===== config.mk =====
export PLATFORM = sky130hd
export DESIGN_NAME = awbw_div
export DESIGN_NICKNAME = d
export VERILOG_FILES = /design/src/design/awbw_div.sv
export SDC_FILE = /design/constraint.sdc
export NUM_CORES = 1
export LEC_CHECK = 0
export BUFFER_PORTS_ARGS = -buffer_cell sky130_fd_sc_hd__buf_2
export CAP_MARGIN = 20
export CORE_MARGIN = 1.5
export CORE_UTILIZATION = 48
export CTS_BUF_LIST = sky130_fd_sc_hd__clkbuf_4 sky130_fd_sc_hd__clkbuf_8
export CTS_CLUSTER_DIAMETER = 40
export DETAILED_ROUTE_END_ITERATION = 16
export HOLD_SLACK_MARGIN = 0.08
export PLACE_DENSITY = 0.62
export SYNTH_ARGS = -nofsm -noshare
export SYNTH_HDL_FRONTEND = slang
export SYNTH_SLANG_ARGS = --single-unit

===== constraint.sdc =====
create_clock -name clk -period 5.1 [get_ports clk]
set_input_delay 0.51 -clock clk [delete_from_list [all_inputs] [get_ports clk]]
set_output_delay 0.51 -clock clk [all_outputs]
set_load 0.02 [all_outputs]

===== src/design/awbw_div.sv =====
// Pipelined restoring unsigned divider, BPS quotient bits per stage.
// Uses no package items; stalls on en low.
module awbw_div #(
  parameter int unsigned NUM_W = 20,
  parameter int unsigned DEN_W = 10,
  parameter int unsigned BPS   = 2
) (
  input  logic             clk,
  input  logic             en,
  input  logic [NUM_W-1:0] num,
  input  logic [DEN_W-1:0] den,
  output logic [NUM_W-1:0] quo
);

  localparam int unsigned STAGES = (NUM_W + BPS - 1) / BPS;

  logic [NUM_W-1:0] st_n [STAGES];
  logic [NUM_W-1:0] st_q [STAGES];
  logic [DEN_W-1:0] st_r [STAGES];
  logic [DEN_W-1:0] st_d [STAGES];

  for (genvar s = 0; s < STAGES; s++) begin : g_stage
    logic [NUM_W-1:0] n_in, q_in, n_next, q_next;
    logic [DEN_W-1:0] r_in, d_in, r_next;

    if (s == 0) begin : g_first
      assign n_in = num;
      assign q_in = '0;
      assign r_in = '0;
      assign d_in = den;
    end else begin : g_later
      assign n_in = st_n[s-1];
      assign q_in = st_q[s-1];
      assign r_in = st_r[s-1];
      assign d_in = st_d[s-1];
    end

    always_comb begin : step
      logic [DEN_W:0] t;
      t      = '0;
      n_next = n_in;
      q_next = q_in;
      r_next = r_in;
      for (int j = 0; j < BPS; j++) begin
        if (s * BPS + j < NUM_W) begin
          t      = {r_next, n_next[NUM_W-1]};
          n_next = n_next << 1;
          if (t >= {1'b0, d_in}) begin
            r_next = DEN_W'(t - {1'b0, d_in});
            q_next = {q_next[NUM_W-2:0], 1'b1};
          end else begin
            r_next = t[DEN_W-1:0];
            q_next = {q_next[NUM_W-2:0], 1'b0};
          end
        end
      end
    end

    always_ff @(posedge clk) begin
      if (en) begin
        st_n[s] <= n_next;
        st_q[s] <= q_next;
        st_r[s] <= r_next;
        st_d[s] <= d_in;
      end
    end
  end

  assign quo = st_q[STAGES-1];

endmodule


==> flow_metrics.env <==
export IMPL_ant_nets=0
export IMPL_finalMaxSlewViolations=0
export IMPL_path_depth=17
export IMPL_synth_edf_count=380
export IMPL_ys_ff_latch=380
export IMPL_skew_ns=0.0282
export IMPL_rows=78
export IMPL_synth_cells=1797
export IMPL_slowest_delay_ns=0.47
export IMPL_worstPathMaxFanout=11
export IMPL_timing_final_crit_share_pct=94.5
export IMPL_p_seq_share_pct=26.6
export IMPL_synth_area_um2=22000
export IMPL_critPathKind="register to register"
export IMPL_hpwl_um=32000
export IMPL_wirelength_um=43300
export IMPL_p_leak_nw=10.1
export IMPL_fp_dieW_um=217
export IMPL_total_switching_power_mw=6.96
export IMPL_crit_path_cell_trace="inv_1 > ha_1 > nor2b_1 > o31a_1 > o32ai_1 > o21ai_1 > o21ai_1 > inv_1 > ha_1 > nor2b_1 > o211ai_1 > a31oi_1 > o21ai_1 > a31oi_1 > a311oi_2 > buf_4 > mux2_2"
export IMPL_routedWlPerCell_um=16.6
export IMPL_p_clk_share_pct=16.9
export IMPL_r2r_start="st_d[1][1]"
export IMPL_swShare_pct=37.6
export IMPL_post_cts_buffers=0
export IMPL_tightest_slew_ns=0.846
export IMPL_crit_buf_inv=3
export IMPL_ys_flop_type="edfxtp_1"
export IMPL_reg2reg_depth=17
export IMPL_track_usage_pct=18.6
export IMPL_required_ns=5.48
export IMPL_grt_max_degree=138
export IMPL_synth_warning_count=0
export IMPL_peakVddDrop_mv=0.497
export IMPL_htreeDepth=3
export IMPL_crit_path_frequent_cell="o21ai_1"
export IMPL_overflow=0
export IMPL_vias=14100
export IMPL_via_per_inst=5.39
export IMPL_crit_start="st_d[1][1]"
export IMPL_combPwrFrac_pct=56.5
export IMPL_r2r_end="st_r[2][3]"
export IMPL_fp_dieArea_um2=47000
export IMPL_drive_gt1_share_pct=16.0
export IMPL_numCtsBuffers=74
export IMPL_cpLargestDelayFamily="compound AO/OA/AOI/OAI gates"
export IMPL_insertedDiodeCount=0
export IMPL_multiInputGateArea_um2=9750
export IMPL_p_int_mw=11.5
export IMPL_grt_pass1_vias=14000
export IMPL_slew_headroom_pct=43.6
export IMPL_min_period_ns=4.82
export IMPL_syn_area_per_cell_um2=12.2
export IMPL_seq_area_um2=11400
export IMPL_critPathLaunchType="register"
export IMPL_crit_arrival_ns=5.20
export IMPL_final_setup_viol_count=0
export IMPL_final_util_pct=55.0
export IMPL_syn_to_final_growth_pct=13.5
export IMPL_fp_dieH_um=217
export IMPL_ys_types=79
export IMPL_cts_tree="built"
export IMPL_n_fill_cell=3875
export IMPL_start_util_pct=48.5
export IMPL_hold_class="input port to register"
export IMPL_fin_tns_setup_ns=0
export IMPL_maxCapViolCount=0
export IMPL_path_clk_slew_ns=0.05
export IMPL_gp_congestion=0.865
export IMPL_clkSinkCount=380
export IMPL_rsz0062_at_grt="false"
export IMPL_boundaryPins=52
export IMPL_p_per_area_nw_per_um2=742
export IMPL_endpoint="st_r[2][3]"
export IMPL_crit_path_end_kind="register"
export IMPL_clock_path_buffers=3
export IMPL_max_freq_mhz=207
export IMPL_cts_root_buf="clkbuf_8"
export IMPL_crit_slowest_cell="edfxtp_1"
export IMPL_final_area_um2=24900
export IMPL_synth_nets=2039
export IMPL_place_area_um2=23100
export IMPL_nNetsFinal=2202
export IMPL_status="finished clean"
export IMPL_drtIter0Drc=842
export IMPL_synth_seq_area_share_pct=52.0
export IMPL_grt_pass1_wl_um=69700
export IMPL_drc_errors=0
export IMPL_rrSetupSlack_ns=0.28
export IMPL_core_area_um2=45300
export IMPL_synthArstFlopShare_pct=0
export IMPL_clk_latency_ns=0.65
export IMPL_hold_viol_final=0
export IMPL_drt_pass1_iterations=5
export IMPL_numPortBuffers=51
export IMPL_antenna_found_initial=0
[stage by stage]
step                      std cells  setup WS (ns)  hold WS [ns]  total power [mW]
after floorplan                1797          0.418         0.400              13.2
after CTS                      2611          0.106         0.209              18.6
after detailed placement       2455          0.144         0.405              15.3
after global placement         2455          0.157         0.400              15.1
final                          2612          0.280         0.256              18.5
after global routing           2612        0.00847         0.255              20.0
[cells by family (layout without fill, tap and decap cells)]
| kind of cell | count (synthesis) | count (layout) | share of synthesized area, % |
|---|---|---|---|
| adders and majority gates | 210 | 210 | 12.6 |
| xor gates and xnor gates | 108 | 108 | 4.31 |
| DFF | 380 | 380 | 52.0 |
| AOI/OAI and AO/OA | 381 | 381 | 11.7 |
| and+or+nand+nor | 366 | 366 | 8.33 |
| muxes | 145 | 145 | 7.41 |
| buffers and inverters | 207 | 422 | 3.66 |
[state kept, by name, summed over array words and instances (netlist names)]
| signal | cells |
|---|---|
| st_q | 110 |
| st_r | 90 |
| st_d | 90 |
| st_n | 90 |
[worst min-delay path, stage by stage]
cell and delay, ns:
buf_2 0.07, inv_1 0.04, mux2i_1 0.13
[power by group through the flow]
stage,logic (mW),registers (mW),clock network [mW]
after floorplan,8.30,4.86,0
after global placement,10.1,4.99,0
after detailed placement,10.3,4.99,0
after CTS,10.4,4.93,3.24
after global routing,11.6,4.98,3.36
final,10.5,4.92,3.12
[final cells by class]
class                      count  share of cell area, %
multi-input combinational   1210                   39.1
clock inverter                40                   1.65
timing repair buffer         102                   3.00
clock buffer                  88                   4.51
sequential                   380                   45.8
tap                          600                   3.01
inverter                     192                   2.91
[placed cells by master, fill, tap and decap left out, types with 19 or more instances in the layout]
cell,synthesis,routed
edfxtp_1,380,380
ha_1,192,192
inv_1,190,190
nor2_1,120,120
mux2_2,107,107
a21oi_1,87,87
o21ai_0,88,86
clkbuf_8,0,74
xnor2_1,73,73
nand2_1,55,55
buf_2,8,50
nor2b_1,40,40
a21o_1,37,37
xor2_1,35,35
o21a_1,32,32
nor3_1,31,31
mux2i_1,28,28
dlygate4sd3_1,0,28
nand4_1,24,24
nand2b_1,21,21
buf_4,1,20
nand3_1,19,19
[how the worst min path moves through the flow]
stage               depth (start not counted)        from  slack [ns]     endpoint
detailed placement                          0  st_n[0][1]        0.40   st_n[1][3]
floorplan                                   0  st_n[0][8]        0.40  st_n[1][10]
finish                                      3     num[18]        0.26   st_r[0][0]
global route                                3     num[18]        0.26   st_r[0][0]
CTS                                         3     num[18]        0.21   st_r[0][0]
global placement                            0  st_n[0][1]        0.40   st_n[1][3]
[cells in the mapped netlist, drive strengths merged, types with 7 or more instances]
library cell | n | area (µm²)
a21boi | 9 | 67.6
o21a | 32 | 240
buf | 10 | 58.8
fa | 18 | 360
a21o | 37 | 278
edfxtp | 380 | 11400
nand2 | 55 | 206
o31ai | 7 | 52.6
nand3 | 19 | 95.1
and2 | 8 | 51.3
xor2 | 35 | 307
a211oi | 18 | 148
o21ai | 90 | 454
o21bai | 17 | 131
nor2 | 120 | 450
or3 | 12 | 75.1
nand2b | 21 | 131
nor2b | 40 | 250
mux2i | 28 | 280
and3 | 8 | 51.3
o211ai | 12 | 95.1
xnor2 | 73 | 639
mux2 | 117 | 1350
a21oi | 88 | 444
nand4 | 24 | 150
ha | 192 | 2400
a31oi | 9 | 56.3
nor3 | 31 | 155
inv | 192 | 726
[repair_timing]
item,4_1_cts,5_1_grt
hold buffers,28,0
hold endpoints to repair,28,0
setup endpoints to repair,0,18
resized for setup,0,4
[per-layer routing]
metal,share of wire [%],vias to the layer above,global-route usage (%)
met1,43,6709,22.2
met3,3.5,107,3.82
li1,-,7038,-
met5,0,-,0
met4,4.0,0,8.80
met2,50,237,32.0
Power figures use the tool's default switching activity.
