## src/design/awbw_pkg.sv

```systemverilog
// Shared widths, register indexes, sensor addresses and the item struct
// for the AWB gain register writer. No dependencies.
package awbw_pkg;

  localparam int unsigned RATIO_W   = 10;   // measured and typical ratios
  localparam int unsigned ADDR_W    = 8;
  localparam int unsigned VALUE_W   = 16;
  localparam int unsigned CFG_IDX_W = 1;

  // Correction ratio divide: typ * 1000 / measured
  localparam int unsigned CORR_W    = 20;   // 1023 * 1000 < 2**20
  // Gain divide: 0x80 * ratio / base
  localparam int unsigned GAIN_SHIFT = 7;
  localparam int unsigned SCALED_W   = CORR_W + GAIN_SHIFT;

  localparam int unsigned DIV_BPS   = 2;    // quotient bits resolved per stage

  localparam int unsigned PERMILLE  = 1000;

  localparam logic [CFG_IDX_W-1:0] CFG_TYP_RED  = 1'd0;
  localparam logic [CFG_IDX_W-1:0] CFG_TYP_BLUE = 1'd1;
  localparam logic [RATIO_W-1:0]   TYP_RATIO_RESET = 10'd512;

  localparam logic [VALUE_W-1:0] UNITY_GAIN = 16'h0080;

  localparam logic [ADDR_W-1:0]  PAGE_ADDR     = 8'hfd;
  localparam logic [VALUE_W-1:0] PAGE_VALUE    = 16'h0002;
  localparam logic [ADDR_W-1:0]  RED_ADDR      = 8'h10;
  localparam logic [ADDR_W-1:0]  GREEN_ADDR_A  = 8'h13;
  localparam logic [ADDR_W-1:0]  GREEN_ADDR_B  = 8'h14;
  localparam logic [ADDR_W-1:0]  BLUE_ADDR     = 8'h11;
  localparam logic [ADDR_W-1:0]  UPDATE_ADDR   = 8'h01;
  localparam logic [VALUE_W-1:0] UPDATE_VALUE  = 16'h0001;
  localparam logic [ADDR_W-1:0]  ERR_ADDR      = 8'h00;
  localparam logic [VALUE_W-1:0] ERR_VALUE     = 16'h0000;

  // One finished item handed from the pipeline to the write sequencer
  typedef struct packed {
    logic [VALUE_W-1:0] gain_r;
    logic [VALUE_W-1:0] gain_g;
    logic [VALUE_W-1:0] gain_b;
    logic               en_r;
    logic               en_g;
    logic               en_b;
    logic               err;
  } awbw_item_t;

endpackage

```

## src/design/awbw_seq.sv

```systemverilog
// Write sequencer: expands one gain item into register-write beats.
// Depends on awbw_pkg.
module awbw_seq (
  input  logic                       clk,
  input  logic                       rst,
  input  logic                       item_valid,
  input  awbw_pkg::awbw_item_t       item,
  output logic                       item_ready,
  input  logic                       out_ready,
  output logic                       out_valid,
  output logic [awbw_pkg::ADDR_W-1:0]  out_address,
  output logic [awbw_pkg::VALUE_W-1:0] out_value,
  output logic                       out_last,
  output logic                       out_error
);

  typedef enum logic [1:0] {SEG_RED, SEG_GREEN, SEG_BLUE, SEG_ERR} seg_t;

  seg_t                 seg, seg_first, seg_after;
  logic [1:0]           pos;
  logic                 busy;
  awbw_pkg::awbw_item_t hold;

  logic                          emit, seg_end, has_after, done, load, item_any;
  logic [awbw_pkg::ADDR_W-1:0]   bt_addr;
  logic [awbw_pkg::VALUE_W-1:0]  bt_value;

  always_comb begin
    bt_addr  = awbw_pkg::PAGE_ADDR;
    bt_value = awbw_pkg::PAGE_VALUE;
    seg_end  = 1'b0;
    unique case (seg)
      SEG_RED, SEG_BLUE: begin
        case (pos)
          2'd0: ;
          2'd1: begin
            bt_addr  = (seg == SEG_RED) ? awbw_pkg::RED_ADDR : awbw_pkg::BLUE_ADDR;
            bt_value = (seg == SEG_RED) ? hold.gain_r : hold.gain_b;
          end
          default: begin
            bt_addr  = awbw_pkg::UPDATE_ADDR;
            bt_value = awbw_pkg::UPDATE_VALUE;
            seg_end  = 1'b1;
          end
        endcase
      end
      SEG_GREEN: begin
        case (pos)
          2'd0: ;
          2'd1: begin
            bt_addr  = awbw_pkg::GREEN_ADDR_A;
            bt_value = hold.gain_g;
          end
          2'd2: begin
            bt_addr  = awbw_pkg::GREEN_ADDR_B;
            bt_value = hold.gain_g;
          end
          default: begin
            bt_addr  = awbw_pkg::UPDATE_ADDR;
            bt_value = awbw_pkg::UPDATE_VALUE;
            seg_end  = 1'b1;
          end
        endcase
      end
      default: begin
        bt_addr  = awbw_pkg::ERR_ADDR;
        bt_value = awbw_pkg::ERR_VALUE;
        seg_end  = 1'b1;
      end
    endcase
  end

  // Next enabled sequence after the current one
  always_comb begin
    has_after = 1'b0;
    seg_after = SEG_BLUE;
    unique case (seg)
      SEG_RED: begin
        if (hold.en_g) begin
          has_after = 1'b1;
          seg_after = SEG_GREEN;
        end else if (hold.en_b) begin
          has_after = 1'b1;
        end
      end
      SEG_GREEN: has_after = hold.en_b;
      default: ;
    endcase
  end

  always_comb begin
    if (item.err) seg_first = SEG_ERR;
    else if (item.en_r) seg_first = SEG_RED;
    else if (item.en_g) seg_first = SEG_GREEN;
    else seg_first = SEG_BLUE;
  end

  assign item_any   = item.err | item.en_r | item.en_g | item.en_b;
  assign emit       = busy && (!out_valid || out_ready);
  assign done       = seg_end && !has_after;
  assign item_ready = !busy || (emit && done);
  assign load       = item_valid && item_ready;

  always_ff @(posedge clk) begin
    if (rst) begin
      busy      <= 1'b0;
      out_valid <= 1'b0;
      seg       <= SEG_RED;
      pos       <= '0;
    end else begin
      if (emit) begin
        out_valid   <= 1'b1;
        out_address <= bt_addr;
        out_value   <= bt_value;
        out_last    <= done && (seg != SEG_ERR);
        out_error   <= (seg == SEG_ERR);
      end else if (out_ready) begin
        out_valid <= 1'b0;
      end
      // a load while busy only happens on the final beat of the held item
      if (load) begin
        hold <= item;
        seg  <= seg_first;
        pos  <= '0;
        busy <= item_any;
      end else if (emit) begin
        if (seg_end) begin
          seg  <= seg_after;
          pos  <= '0;
          busy <= has_after;
        end else begin
          pos <= pos + 2'd1;
        end
      end
    end
  end

endmodule

```

## config.mk

```make
export PLATFORM = sky130hd
export DESIGN_NAME = awbw_seq
export DESIGN_NICKNAME = d
export VERILOG_FILES = /design/src/design/awbw_pkg.sv /design/src/design/awbw_seq.sv
export SDC_FILE = /design/constraint.sdc
export NUM_CORES = 1
export LEC_CHECK = 0
export BUFFER_PORTS_ARGS = -buffer_cell sky130_fd_sc_hd__buf_2
export CORE_ASPECT_RATIO = 1.25
export CORE_MARGIN = 3
export CORE_UTILIZATION = 30
export DETAILED_ROUTE_END_ITERATION = 8
export GPL_ROUTABILITY_DRIVEN = 0
export HOLD_SLACK_MARGIN = 0.06
export PLACE_DENSITY_LB_ADDON = 0.3
export SYNTH_ARGS = -nofsm -noshare
export SYNTH_HDL_FRONTEND = slang
export SYNTH_SLANG_ARGS = --single-unit
```

## constraint.sdc

```tcl
create_clock -name clk -period 6.3 [get_ports clk]
set_input_delay 1.89 -clock clk [delete_from_list [all_inputs] [get_ports clk]]
set_output_delay 1.89 -clock clk [all_outputs]
set_load 0.1 [all_outputs]
```

==> results of run 1 <==
==> where the power goes <==
group          internal, uW  switching [uW]
clock network           305             194
registers               602            12.6
logic                  40.2             110
total                   947             316
==> synth_stat cells, types with 2 or more instances <==
master    instances  area [sq um]
a21oi_1           7          35.0
a221oi_1          2          17.5
buf_4             3          22.5
nand2b_1          4          25.0
edfxtp_1         73          2190
mux2_2            2          22.5
nor2_1            9          33.8
a21oi_2           2          17.5
ha_1              7          87.6
mux2i_1          15           150
nand2_1          17          63.8
buf_2             4          20.0
clkbuf_1          2          7.51
a211oi_1          2          15.0
o22ai_1           3          18.8
dfxtp_1           6           120
inv_1             9          33.8
nor3_1            4          20.0
o21ai_0          14          70.1
==> stage by stage <==
| step | setup WS, ns | instance area, sq um | cells | hold slack (ns) | util, % |
|---|---|---|---|---|---|
| after floorplan | 0.447 | 3110 | 202 | 0.475 | - |
| after global placement | 1.26 | 3650 | 404 | 0.495 | 37.0 |
| after detailed placement | 1.19 | 3650 | 404 | 0.502 | 37.0 |
| after CTS | 1.19 | 3940 | 420 | 0.515 | 40.0 |
| after global routing | 1.06 | 3940 | 421 | 0.557 | 40.0 |
| final | 1.20 | 3940 | 421 | 0.508 | 40.0 |
==> per-layer routing <==
metal	track usage, %	routed length (microns)	vias up
met5	0	0	-
met4	7.37	224	0
met3	3.49	370	18
met2	18.5	3120	53
met1	12.5	2320	853
li1	-	-	929
==> sequential cells by signal (all words and copies together), names as in the netlist <==
| signal | flops |
|---|---|
| busy | 1 |
| hold | 50 |
| out_address | 5 |
| out_error | 1 |
| out_last | 1 |
| out_valid | 1 |
| out_value | 16 |
| pos | 2 |
| seg | 2 |
==> worst max path at each step <==
stage,endpoint,slack (ns)
after floorplan,hold[10],0.45
after global placement,item_ready,1.26
after detailed placement,item_ready,1.19
after CTS,item_ready,1.19
after global routing,item_ready,1.06
final,item_ready,1.20
==> cell families after synthesis <==
family | count (synthesis) | share of synthesized area [%]
AOI/OAI and AO/OA | 36 | 7.29
adders and majority gates | 7 | 2.82
buffers and inverters | 19 | 3.06
DFF | 79 | 74.4
muxes | 17 | 5.56
and+or+nand+nor | 44 | 6.85
==> critical path: cells and delay by family <==
| kind | cells | cell delay (ns) |
|---|---|---|
| compound gates | 1 | 0.39 |
| simple gates | 2 | 0.35 |
| buf+inv | 2 | 0.57 |
==> layout make-up <==
| cell class | count | share of cell area, % |
|---|---|---|
| Inverter | 9 | 0.857 |
| Multi-Input combinational cell | 104 | 18.0 |
| Antenna cell | 1 | 0.0635 |
| Timing Repair Buffer | 86 | 11.1 |
| Sequential cell | 79 | 58.6 |
| Clock buffer | 10 | 5.81 |
| Tap cell | 126 | 4.00 |
| Clock inverter | 6 | 1.52 |
==> impl_metrics.yaml, run 1 <==
floorplanning:
  die_area_sq_mm: 0.0116
  core_area_sq_mm: 0.00986
  rows: 40
  die_y_microns: 120
  start_util_pct: 31.5
  io_pins: 84
  die-width_microns: 97.0
final_layout:
  most-common-layout-cells: "buf_2 (83), edfxtp_1 (73), nand2_1 (17)"
  final_common_cell: "buf_2"
  n_fill_cell: 934
  multi_input_area_sq_um: 709
  drive_gt1_share_pct: 37.4
  area_delta_synth_final_pct: 26.9
  seqCellArea_sq_mm: 0.00231
  nets: 352
clock_network:
  h-tree-depth: 3
  cts_tree: "yes"
  ctsRootBufferMaster: "clkbuf_16"
  cts_setup_buffers: 0
  insertion_delay_ns: 0.33
  clk_path_buf_depth: 2
  ctsResizeCount: 0
  cts.sinks: 79
  path_clk_slew_ns: 0.06
  postCtsHoldBufs: 0
  cts_buffers: 9
setup_path:
  crit_start: "out_ready"
  end_kind: "output pin"
  critPathLaunchType: "primary input"
  setup.worst_path.class: "primary input to output pin"
  crit_path_top_delay_cell: "buf_2"
  reg2reg_to: "hold[17]"
  cp.required_ns: 4.41
  cp_max_fo: 7
  r2r-start: "seg[1]"
  ff2ff_path_depth: 7
  path_cells: "buf_2 > nand2b_1 > nand2_1 > o31ai_2 > buf_2"
  critPathArrivalTime_ns: 3.21
  worst_path_most_repeated_cell: "buf_2"
  rrSetupSlack_ns: 2.87
  max_stage_delay_ns: 0.50
pwr:
  leakagePower_uw: 0.00145
  p_total_uw: 1260
  ir_drop_mv: 0.152
  powerDensity_mw_per_mm2: 320
synthesis:
  yosysWarnings: 0
  synth_ff_type: "edfxtp_1"
  async_reset_ff_share_pct: 0
  syn_area_sq_mm: 0.00311
  ys_seq_elements: 79
  ys_types: 36
  syn_inst: 202
  syn_nets: 265
  syn_avg_cell_area_sq_um: 15.4
  synth-edff-count: 73
  ys_seq_area_share_pct: 74.4
placement:
  port_buffers: 83
  place_hpwl_microns: 4370
flow_run:
  maxCapViolations: 0
outcome:
  status: "complete, no violations"
sta:
  slew-limit-headroom_pct: 28.1
  rsz0062_at_grt: "false"
  worst_pin_slew_ns: 1.08
  period_share_pct: 81.0
  hold_viol_final: 0
  period_minus_slack_ns: 5.10
  fmax_mhz: 196
  maxSlewViolCount: 0
  setup_viol: 0
  skew_ns: 0.00645
  timing.setup.tns_ns: 0
global_route:
  grt_pass1_wl_microns: 9860
  grt-ovfl-total: 0
  grt_use_total_pct: 11.3
  grt_pass1_vias: 1906
  grt_max_degree: 28
  antenna_found_initial: 1
hold_path:
  hold_path.class: "register to register"
  hold_path_depth: 2
  holdPathEnd: "out_valid"
  worstHoldStart: "busy"
routing:
  drt-pass1-iter-count: 4
  drtAntennaViolNets: 0
  drtIter0Drc: 125
  viasPerCell: 4.40
  drc_errors: 0
  routed_wl_microns: 6040
  dr_total_vias: 1853
  wl_per_cell_microns: 14.3
Power figures use the tool's default switching activity.
==> run 2, diff against run 1 <==
==> constraint.sdc (replaced) <==
create_clock -name clk -period 5.3 [get_ports clk]
set_input_delay 1.59 -clock clk [delete_from_list [all_inputs] [get_ports clk]]
set_output_delay 1.59 -clock clk [all_outputs]
set_load 0.1 [all_outputs]
==> impl_metrics.yaml, run 2 (synthesis gave the netlist of run 1 again) <==
outcome:
  status: "complete, no violations"
pwr:
  p_int_uw: 1170
  leakagePower_uw: 0.00147
  pwr-share-clk_pct: 40.9
  power_frac_seq_pct: 47.1
  powerDensity_mw_per_mm2: 388
  swShare_pct: 23.9
  ir_drop_mv: 0.171
  pwr-share-comb_pct: 11.9
  switchingPower_uw: 369
global_route:
  grt_pass1_wl_microns: 9340
  grt_max_degree: 30
  antenna_found_initial: 0
  grt_pass1_vias: 1930
  grt-ovfl-total: 0
  grt_use_total_pct: 10.5
final_layout:
  largest_register: "hold"
  post-route-util_pct: 40.3
  reg_top3: "hold: 50 flops, out_value: 16 flops, out_address: 5 flops"
  stdcell_area_sq_mm: 0.00397
  drive_gt1_share_pct: 36.9
  area_delta_synth_final_pct: 27.9
  n_fill_cell: 917
  nets: 353
  most-common-layout-cells: "buf_2 (83), edfxtp_1 (73), nand2_1 (17)"
  largest_reg_flops: 50
  final_common_cell: "buf_2"
  diodes: 0
routing:
  drtIter0Drc: 97
  viasPerCell: 4.41
  dr_total_vias: 1858
  wl_per_cell_microns: 14.1
  drc_errors: 0
  drt-pass1-iter-count: 4
  drtAntennaViolNets: 0
  routed_wl_microns: 5940
floorplanning:
  core_area_sq_mm: 0.00986
  rows: 40
  die_area_sq_mm: 0.0116
  die_y_microns: 120
  start_util_pct: 31.5
  die-width_microns: 97.0
  io_pins: 84
clock_network:
  ctsRootBufferMaster: "clkbuf_16"
  h-tree-depth: 3
  insertion_delay_ns: 0.33
  cts_buffers: 9
  cts.sinks: 79
  ctsResizeCount: 0
  postCtsHoldBufs: 0
  path_clk_slew_ns: 0.05
  cts_setup_buffers: 0
  cts_tree: "yes"
  clk_path_buf_depth: 2
sta:
  skew_ns: 0.00604
  setup_viol: 0
  period_minus_slack_ns: 4.40
  period_share_pct: 83.0
  hold_viol_final: 0
  fmax_mhz: 227
  worst_pin_slew_ns: 1.12
  slew-limit-headroom_pct: 25.1
  maxSlewViolCount: 0
  rsz0062_at_grt: "false"
  timing.setup.tns_ns: 0
setup_path:
  critPathArrivalTime_ns: 2.81
  cp.required_ns: 3.71
  setup.worst_path.class: "primary input to output pin"
  cp_max_fo: 7
  end_kind: "output pin"
  critPathLaunchType: "primary input"
hold_path:
  hold_path.class: "register to register"
flow_run:
  maxCapViolations: 0
placement:
  place_hpwl_microns: 4200
  port_buffers: 83
  place_area_sq_mm: 0.00367
run 2: power groups by stage:
stage | clock (uW) | sequential [uW] | combinational [uW]
finish | 631 | 726 | 184
global route | 674 | 729 | 198
CTS | 648 | 727 | 187
detailed placement | 0 | 739 | 186
global placement | 0 | 739 | 185
floorplan | 0 | 802 | 75.0
run 2: worst max-delay path, cell delays in order:
cell	delay (ns)
buf_2	0.07
nand2b_1	0.15
nand2_1	0.20
o31ai_4	0.31
buf_2	0.49
run 2: per-layer routing:
metal  routed length, microns  vias to the layer above  track usage (%)
met5                        0                        -                0
met4                      185                        0             6.94
met3                      268                       12             2.38
met2                     3180                       57             18.4
met1                     2300                      863             11.1
li1                         -                      926                -
run 2: per-stage QoR:
stage / instances / total power (uW) / worst slack [ns] / hold slack (ns)
global placement: 405 / 924 / 0.927 / 0.506
CTS: 421 / 1560 / 0.894 / 0.527
global route: 421 / 1600 / 0.782 / 0.554
floorplan: 202 / 877 / 0.367 / 0.496
detailed placement: 405 / 926 / 0.899 / 0.512
finish: 421 / 1540 / 0.899 / 0.521
run 2: worst paths after layout:
path	cells past startpoint	slack, ns	endpoint	start
worst max-delay path	5	0.90	item_ready	out_ready
worst min-delay path	2	0.52	out_value[10]	hold[30]
worst max register to register	8	2.25	hold[30]	pos[0]
worst min register to register	2	0.52	out_value[10]	hold[30]
run 2: cell type report:
cell class | instances | area (sq um) | share of cell area [%]
clock buffers | 11 | 233 | 5.86
clock inverters | 5 | 72.6 | 1.83
inverters | 9 | 33.8 | 0.850
multi-input cells | 104 | 718 | 18.1
flip-flops and latches | 79 | 2310 | 58.2
well taps | 126 | 158 | 3.97
repair buffers | 87 | 445 | 11.2
